## src/design/pcpf_pkg.sv

```systemverilog
// ----------------------------------------------------------------------------
// pcpf_pkg
// Shared types and fixed field widths for the pulser centroid peak finder.
// ----------------------------------------------------------------------------
package pcpf_pkg;

  localparam int unsigned VAL_W  = 10;
  localparam int unsigned AMP_W  = 19;
  localparam int unsigned WSUM_W = 27;
  localparam int unsigned CENT_W = 17;
  localparam int unsigned POS_W  = 9;
  localparam int unsigned CNT_W  = 8;

  typedef enum logic [1:0] {
    KIND_LOAD    = 2'd0,
    KIND_SAMPLE  = 2'd1,
    KIND_PAD_END = 2'd2
  } kind_e;

  typedef enum logic {
    REG_EXP_POS  = 1'b0,
    REG_MAX_DIST = 1'b1
  } reg_idx_e;

  typedef enum logic [5:0] {
    ST_IDLE = 6'b000001,
    ST_MUL  = 6'b000010,
    ST_ACC  = 6'b000100,
    ST_PRE  = 6'b001000,
    ST_DIV  = 6'b010000,
    ST_CMP  = 6'b100000
  } state_e;

endpackage

```

## src/design/pulser_centroid_peak_finder_top.sv

```systemverilog
// ----------------------------------------------------------------------------
// pulser_centroid_peak_finder_top
// Per-pad pulser search over weighted centroids of zero-suppressed sequences.
// ----------------------------------------------------------------------------
// Table loads and pad-end beats leave the block idle. A sample beat passes through
// table read, multiply and accumulate, and no new beat is taken until it is through.
// A sample that ends a sequence adds a set-up step: a zero amplitude ends there,
// a saturating centroid goes straight to the distance compare, and any other
// sequence runs a restoring divider that produces one quotient bit per cycle,
// 17 bits in all, followed by the distance compare. A pad-end beat waits while a
// sample is in progress or while the previous result is held and not taken.
module pulser_centroid_peak_finder_top #(
  parameter int unsigned TIME_BINS = 512,
  parameter int unsigned FRAC_BITS = 8
) (
  input  logic        clk_i,
  input  logic        rst_ni,
  input  logic        cfg_we_i,
  input  logic        cfg_idx_i,
  input  logic [8:0]  cfg_data_i,
  input  logic        in_valid_i,
  output logic        in_ready_o,
  input  logic [1:0]  kind_i,
  input  logic [7:0]  table_index_i,
  input  logic [9:0]  table_value_i,
  input  logic [7:0]  adc_code_i,
  input  logic [8:0]  time_bin_i,
  input  logic        seq_last_i,
  input  logic [7:0]  pad_id_i,
  input  logic [5:0]  row_id_i,
  output logic        out_valid_o,
  input  logic        out_ready_i,
  output logic [7:0]  out_pad_o,
  output logic [5:0]  out_row_o,
  output logic        found_o,
  output logic [18:0] peak_amplitude_o,
  output logic [16:0] peak_centroid_o,
  output logic [7:0]  sequence_count_o
);

  localparam int unsigned VAL_W  = pcpf_pkg::VAL_W;
  localparam int unsigned AMP_W  = pcpf_pkg::AMP_W;
  localparam int unsigned WSUM_W = pcpf_pkg::WSUM_W;
  localparam int unsigned CENT_W = pcpf_pkg::CENT_W;
  localparam int unsigned POS_W  = pcpf_pkg::POS_W;
  localparam int unsigned CNT_W  = pcpf_pkg::CNT_W;
  localparam int unsigned TB_W   = $clog2(TIME_BINS);
  localparam int unsigned T_W    = (TB_W > POS_W) ? TB_W : POS_W;
  localparam int unsigned PROD_W = VAL_W + T_W;
  localparam int unsigned NUM_W  = WSUM_W + FRAC_BITS;
  localparam int unsigned TOP_W  = NUM_W - CENT_W;
  localparam int unsigned CMPW   = ((TOP_W > AMP_W) ? TOP_W : AMP_W) + 1;
  localparam int unsigned E_W    = POS_W + FRAC_BITS;
  localparam int unsigned DW     = ((E_W > CENT_W) ? E_W : CENT_W) + 1;
  localparam int unsigned STEP_W = $clog2(CENT_W);

  pcpf_pkg::state_e state_q, state_d;

  logic [VAL_W-1:0]  mem [256];
  logic [VAL_W-1:0]  rd_q;
  logic [T_W-1:0]    t_q;
  logic              last_q;
  logic [PROD_W-1:0] prod_q;

  logic [POS_W-1:0]  exp_q, maxd_q;
  logic [AMP_W-1:0]  amp_q, best_amp_q;
  logic [WSUM_W-1:0] wsum_q;
  logic [CENT_W-1:0] best_dist_q, best_cent_q;
  logic              found_q;
  logic [CNT_W-1:0]  seq_cnt_q;

  logic [AMP_W-1:0]  rem_q, rem_d;
  logic [CENT_W-1:0] low_q, low_d;
  logic [STEP_W-1:0] step_q;

  logic              out_valid_q;
  logic [7:0]        out_pad_q;
  logic [5:0]        out_row_q;
  logic              out_found_q;
  logic [AMP_W-1:0]  out_amp_q;
  logic [CENT_W-1:0] out_cent_q;
  logic [CNT_W-1:0]  out_cnt_q;

  logic              in_acc, is_load, is_sample, is_end;
  logic [T_W-1:0]    t_lim, t_in, t_clamped;
  logic [AMP_W:0]    amp_sum;
  logic [WSUM_W:0]   wsum_sum;
  logic [AMP_W-1:0]  amp_next;
  logic [WSUM_W-1:0] wsum_next;
  logic [NUM_W-1:0]  num;
  logic              div_ovf;
  logic [AMP_W:0]    trial;
  logic              ge;
  logic [DW-1:0]     c_ext, e_ext, diff, md_ext;
  logic [CENT_W-1:0] seq_dist, start_dist;

  function automatic logic [CENT_W-1:0] sat_cent(input logic [DW-1:0] v);
    sat_cent = (|v[DW-1:CENT_W]) ? {CENT_W{1'b1}} : v[CENT_W-1:0];
  endfunction

  assign is_load   = (kind_i == pcpf_pkg::KIND_LOAD);
  assign is_sample = (kind_i == pcpf_pkg::KIND_SAMPLE);
  assign is_end    = (kind_i == pcpf_pkg::KIND_PAD_END);

  assign in_ready_o = (state_q == pcpf_pkg::ST_IDLE) &&
                      (!is_end || !out_valid_q || out_ready_i);
  assign in_acc     = in_valid_i && in_ready_o;

  assign t_lim     = T_W'(TIME_BINS - 1);
  assign t_in      = T_W'(time_bin_i);
  assign t_clamped = (t_in > t_lim) ? t_lim : t_in;

  assign amp_sum   = {1'b0, amp_q} + (AMP_W + 1)'(rd_q);
  assign amp_next  = amp_sum[AMP_W] ? {AMP_W{1'b1}} : amp_sum[AMP_W-1:0];
  assign wsum_sum  = {1'b0, wsum_q} + (WSUM_W + 1)'(prod_q);
  assign wsum_next = wsum_sum[WSUM_W] ? {WSUM_W{1'b1}} : wsum_sum[WSUM_W-1:0];

  assign num     = NUM_W'(wsum_q) << FRAC_BITS;
  assign div_ovf = CMPW'(num[NUM_W-1:CENT_W]) >= CMPW'(amp_q);

  assign trial = {rem_q, low_q[CENT_W-1]};
  assign ge    = trial >= {1'b0, amp_q};
  assign rem_d = ge ? AMP_W'(trial - {1'b0, amp_q}) : trial[AMP_W-1:0];
  assign low_d = {low_q[CENT_W-2:0], ge};

  assign c_ext      = DW'(low_q);
  assign e_ext      = DW'(exp_q) << FRAC_BITS;
  assign diff       = (c_ext >= e_ext) ? (c_ext - e_ext) : (e_ext - c_ext);
  assign seq_dist   = sat_cent(diff);
  assign md_ext     = DW'(maxd_q) << FRAC_BITS;
  assign start_dist = sat_cent(md_ext);

  always_comb begin
    state_d = state_q;
    case (state_q)
      pcpf_pkg::ST_IDLE: if (in_acc && is_sample) state_d = pcpf_pkg::ST_MUL;
      pcpf_pkg::ST_MUL:  state_d = pcpf_pkg::ST_ACC;
      pcpf_pkg::ST_ACC:  state_d = last_q ? pcpf_pkg::ST_PRE : pcpf_pkg::ST_IDLE;
      pcpf_pkg::ST_PRE: begin
        if (amp_q == '0) begin
          state_d = pcpf_pkg::ST_IDLE;
        end else if (div_ovf) begin
          state_d = pcpf_pkg::ST_CMP;
        end else begin
          state_d = pcpf_pkg::ST_DIV;
        end
      end
      pcpf_pkg::ST_DIV: begin
        if (step_q == STEP_W'(CENT_W - 1)) state_d = pcpf_pkg::ST_CMP;
      end
      pcpf_pkg::ST_CMP:  state_d = pcpf_pkg::ST_IDLE;
      default:           state_d = pcpf_pkg::ST_IDLE;
    endcase
  end

  always_ff @(posedge clk_i) begin
    if (in_acc && is_load) begin
      mem[table_index_i] <= table_value_i;
    end
    if (in_acc && is_sample) begin
      rd_q   <= mem[adc_code_i];
      t_q    <= t_clamped;
      last_q <= seq_last_i;
    end
    if (state_q == pcpf_pkg::ST_MUL) begin
      prod_q <= rd_q * t_q;
    end
    case (state_q)
      pcpf_pkg::ST_PRE: begin
        rem_q  <= AMP_W'(num[NUM_W-1:CENT_W]);
        low_q  <= div_ovf ? {CENT_W{1'b1}} : num[CENT_W-1:0];
        step_q <= '0;
      end
      pcpf_pkg::ST_DIV: begin
        rem_q  <= rem_d;
        low_q  <= low_d;
        step_q <= step_q + STEP_W'(1);
      end
      default: ;
    endcase
    if (in_acc && is_end) begin
      out_pad_q   <= pad_id_i;
      out_row_q   <= row_id_i;
      out_found_q <= found_q;
      out_amp_q   <= found_q ? best_amp_q : '0;
      out_cent_q  <= found_q ? best_cent_q : '0;
      out_cnt_q   <= seq_cnt_q;
    end
  end

  always_ff @(posedge clk_i or negedge rst_ni) begin
    if (!rst_ni) begin
      state_q     <= pcpf_pkg::ST_IDLE;
      exp_q       <= '0;
      maxd_q      <= '0;
      amp_q       <= '0;
      wsum_q      <= '0;
      best_dist_q <= '0;
      best_amp_q  <= '0;
      best_cent_q <= '0;
      found_q     <= 1'b0;
      seq_cnt_q   <= '0;
      out_valid_q <= 1'b0;
    end else begin
      state_q <= state_d;
      case (state_q)
        pcpf_pkg::ST_ACC: begin
          amp_q  <= amp_next;
          wsum_q <= wsum_next;
        end
        pcpf_pkg::ST_PRE: begin
          if (seq_cnt_q != {CNT_W{1'b1}}) seq_cnt_q <= seq_cnt_q + CNT_W'(1);
          if (amp_q == '0) wsum_q <= '0;
        end
        pcpf_pkg::ST_CMP: begin
          if (seq_dist < best_dist_q) begin
            found_q     <= 1'b1;
            best_amp_q  <= amp_q;
            best_cent_q <= low_q;
            best_dist_q <= seq_dist;
          end
          amp_q  <= '0;
          wsum_q <= '0;
        end
        default: ;
      endcase
      if (in_acc && is_end) begin
        out_valid_q <= 1'b1;
        amp_q       <= '0;
        wsum_q      <= '0;
        found_q     <= 1'b0;
        best_amp_q  <= '0;
        best_cent_q <= '0;
        seq_cnt_q   <= '0;
        best_dist_q <= start_dist;
      end else if (out_ready_i) begin
        out_valid_q <= 1'b0;
      end
      if (cfg_we_i) begin
        case (cfg_idx_i)
          pcpf_pkg::REG_EXP_POS: exp_q <= cfg_data_i;
          pcpf_pkg::REG_MAX_DIST: begin
            maxd_q <= cfg_data_i;
            if (!found_q) best_dist_q <= sat_cent(DW'(cfg_data_i) << FRAC_BITS);
          end
          default: ;
        endcase
      end
    end
  end

  assign out_valid_o      = out_valid_q;
  assign out_pad_o        = out_pad_q;
  assign out_row_o        = out_row_q;
  assign found_o          = out_found_q;
  assign peak_amplitude_o = out_amp_q;
  assign peak_centroid_o  = out_cent_q;
  assign sequence_count_o = out_cnt_q;

endmodule

```

## config.mk

```make
export PLATFORM = sky130hd
export DESIGN_NAME = pulser_centroid_peak_finder_top
export DESIGN_NICKNAME = d
export VERILOG_FILES = /design/src/design/pcpf_pkg.sv /design/src/design/pulser_centroid_peak_finder_top.sv
export SDC_FILE = /design/constraint.sdc
export NUM_CORES = 2
export LEC_CHECK = 0
export ABC_AREA = 0
export BUFFER_PORTS_ARGS = -buffer_cell sky130_fd_sc_hd__clkbuf_2
export CELL_PAD_IN_SITES_DETAIL_PLACEMENT = 1
export CELL_PAD_IN_SITES_GLOBAL_PLACEMENT = 1
export CORE_ASPECT_RATIO = 1.1
export CORE_MARGIN = 3
export CORE_UTILIZATION = 40
export DETAILED_ROUTE_END_ITERATION = 16
export HOLD_SLACK_MARGIN = 0.05
export PLACE_DENSITY_LB_ADDON = 0.1
export SYNTH_ARGS = -nofsm -noshare
export SYNTH_HDL_FRONTEND = slang
export SYNTH_SLANG_ARGS = --single-unit
export TNS_END_PERCENT = 1
```

## constraint.sdc

```tcl
create_clock -name clk_i -period 6.7 [get_ports clk_i]
set_clock_uncertainty 0.15 [all_clocks]
set_input_delay 1.34 -clock clk_i [delete_from_list [all_inputs] [get_ports clk_i]]
set_output_delay 1.34 -clock clk_i [all_outputs]
set_load 0.02 [all_outputs]
```

==> impl_metrics.yaml <==
setup_path:
  crit_type: "register to register"
  cp.buffers_inverters: 2
  path_delay_family: "simple AND/OR/NAND/NOR gates"
  path_cells: "inv_1, ha_1, nor3b_1, nand3_1, a31oi_1, or2_1, buf_4, nor2_1, o311ai_0, a21oi_1, mux2_2, ha_1, nand4_1, or2_2, nor4_1, a211oi_4, nor2_1, nand2_1, a21oi_1"
  slowest_stage: "nor4_1"
  worstSetupStartpointType: "register"
  arrival_ps: 6210
  crit_fanout: 10
  critPathCaptureType: "register"
  slowest_delay_ps: 530
  crit_required_ps: 7300
synth:
  yosysUniqueCellTypes: 71
  syn_inst: 5724
  synthesis.area_um2: 116000
  synthTopCellsByArea: "edfxtp_1, mux4_2, dfrtp_1, ha_1, nor2_1"
  syn_nets: 5995
  synth.top_cell.area_share: 0.701
  synth-seq-cells: 2832
  synth_edf_count: 2699
  synth_flop_cell: "edfxtp_1"
  synth_top_cell_by_area: "edfxtp_1"
  yosys_warnings: 0
  ys_seq_area_frac: 0.729
  ys_async_sr_fraction: 0.0470
  avgSynthCellArea_um2: 20.2
timing:
  fin_hold_ws_ps: 300
  final.period_utilization: 0.838
  slew_headroom: 0.137
  slew_viol_final: 0
  fin_tns_setup_ps: 0
  setup_slack_ps: 1080
  setup_viol: 0
  layout_min_cycle_time_ps: 5620
  rsz0062_at_grt: "no"
  worst_slew_pin_slew_ps: 1290
  max_freq_ghz: 0.178
  final_hold_viol_count: 0
cells_and_area:
  post-route-util: 0.459
  syn_to_final_growth_pct: 13.9
  stdcell_count: 10159
  fin_nets: 6339
  drive_above_1_share: 0.259
  stdcell_area_um2: 132000
clock_tree:
  post_cts_resized: 0
  ctsHoldBuffers: 0
  h-tree-depth: 5
  cts_buffers: 312
  clk_root_buffer_cell: "clkbuf_16"
  post_cts_buffers: 0
  clock-sinks: 2832
  cts_tree: "built"
  clock_latency_ps: 870
  path_clk_slew_ps: 60
  clockBufferDepth: 4
flow_run:
  drv_cap: 0
global_route:
  grt_antenna_before_repair: 17
  grt_pass1_vias: 60154
  grt_max_degree: 185
  grt_usage: 0.207
  grt_pass1_wl_mm: 446
  gr-total-overflow: 0
placed_design:
  gp_congestion: 0.781
  placed_area_um2: 122000
  dpl.hpwl_mm: 193
  place_inst: 9602
  port_buffers: 127
  dp_slack_ps: 1120
die:
  dieWidth_um: 519
  initial_utilization: 0.403
  core_um2: 287000
  die-area_um2: 296000
  die_h_um: 570
  num_rows: 206
  num_io_pins: 128
detailed_routing:
  via_per_inst: 5.51
  wl_mm: 306
  wl_per_cell_um: 30.1
  ant_nets: 0
  drt-initial-drc-count: 4417
  firstDrtPassIters: 5
  route.vias.total: 55926
  remaining_drc_errors: 0
pwr:
  ir_drop_v: 0.000203
  p_total_mw: 40.5
  leakagePower_nw: 42.9
  p_per_area_nw_per_um2: 308
min_path:
  worstHoldPathType: "primary input to async pin"
run_status:
  status: "completed"
## worst register-to-register path: stages (launching register included)
cell	delay [ps]
edfxtp_1	490
inv_1	150
ha_1	160
nor3b_1	420
nand3_1	220
a31oi_1	250
or2_1	380
buf_4	220
nor2_1	40
o311ai_0	340
a21oi_1	100
mux2_2	320
ha_1	290
nand4_1	120
or2_2	330
nor4_1	530
a211oi_4	240
nor2_1	490
nand2_1	120
a21oi_1	160
## placed cells by master, fill, tap and decap left out, types with 73 or more instances in the layout
master / count
ha_1: 143
clkinv_1: 73
buf_4: 166
mux4_2: 850
and2_1: 81
a21oi_1: 90
inv_1: 155
nor2_1: 354
o21ai_0: 138
nand2_1: 272
edfxtp_1: 2699
clkbuf_2: 111
clkbuf_16: 320
dfrtp_1: 132
## worst paths after layout
path,start,end,slack [ps],depth (start not counted)
max,low_q[0]$_DFFE_PP_,best_dist_q[11]$_DFF_PN0_,1080,19
min in group clk_i,low_q[8]$_DFFE_PP_,best_cent_q[8]$_DFFE_PN0P_,330,2
max reg2reg,low_q[0]$_DFFE_PP_,best_dist_q[11]$_DFF_PN0_,1080,19
min reg2reg,low_q[8]$_DFFE_PP_,best_cent_q[8]$_DFFE_PN0P_,330,2
max in group asynchronous,rst_ni,seq_cnt_q[5]$_DFFE_PN0P_,4910,2
min,rst_ni,best_dist_q[15]$_DFF_PN0_,300,1
## registers in the layout (all words and copies together) (netlist names), 8 cells and up
signal            count
mem                2560
wsum_q               27
amp_q                19
best_amp_q           19
peak_amplitude_o     19
prod_q               19
rem_q                19
best_cent_q          17
best_dist_q          17
low_q                17
peak_centroid_o      17
rd_q                 10
exp_q                 9
maxd_q                9
t_q                   9
out_pad_o             8
seq_cnt_q             8
sequence_count_o      8
## cells in the mapped netlist, types with 11 or more instances
cell type and instances:
a21o_1 38, a21oi_1 90, a31oi_1 20, and2_1 81, and3_1 15, buf_1 18, buf_2 72, clkbuf_1 212
dfrtp_1 132, edfxtp_1 2699, fa_1 61, ha_1 143, inv_1 156, mux2_2 13, mux2i_1 20, mux4_2 850
nand2_1 273, nand2b_1 12, nand3_1 39, nand4_1 16, nor2_1 356, nor2b_1 26, nor3_1 21, o21ai_0 138
o21ai_1 11, or3_1 11, xnor2_1 47, xor2_1 26
## routing by layer
layer | global-route usage | vias up | share of wire
li1 | - | 23947 | -
met1 | 0.275 | 30525 | 0.42
met2 | 0.363 | 1073 | 0.52
met3 | 0.0277 | 375 | 0.040
met4 | 0.0488 | 6 | 0.022
met5 | 0 | - | 0.00013
## cell families (layout without fill, tap and decap cells)
logic type               count (synthesis)  count (layout)  synth area share
AND/OR/NAND/NOR                        886             886            0.0342
other                                    0               3                 0
adder cells (fa/ha/maj)                204             204            0.0260
multiplexers                           884             884             0.169
AO/OA/AOI/OAI                          384             384            0.0202
XOR/XNOR                                73              73           0.00553
flip-flops                            2832            2832             0.729
buffers and inverters                  461            1045            0.0159
## cell type report
class                   count  area [um^2]
diodes                      3         7.51
clock buffers             388         8260
clock inverters           166         1330
multi-input cells        2431        29500
well taps                3848         4810
inverters                 156          587
flip-flops and latches   2832        84400
fillers                 26317       155000
repair buffers            335         2880
## power by group
group          internal [mW]  leakage [nW]  switching, mW
clock network           9.41          4.68           6.98
registers               19.7          26.1          0.216
logic                   1.70          12.1           2.53
No activity file was read; power rests on OpenSTA's default activity.
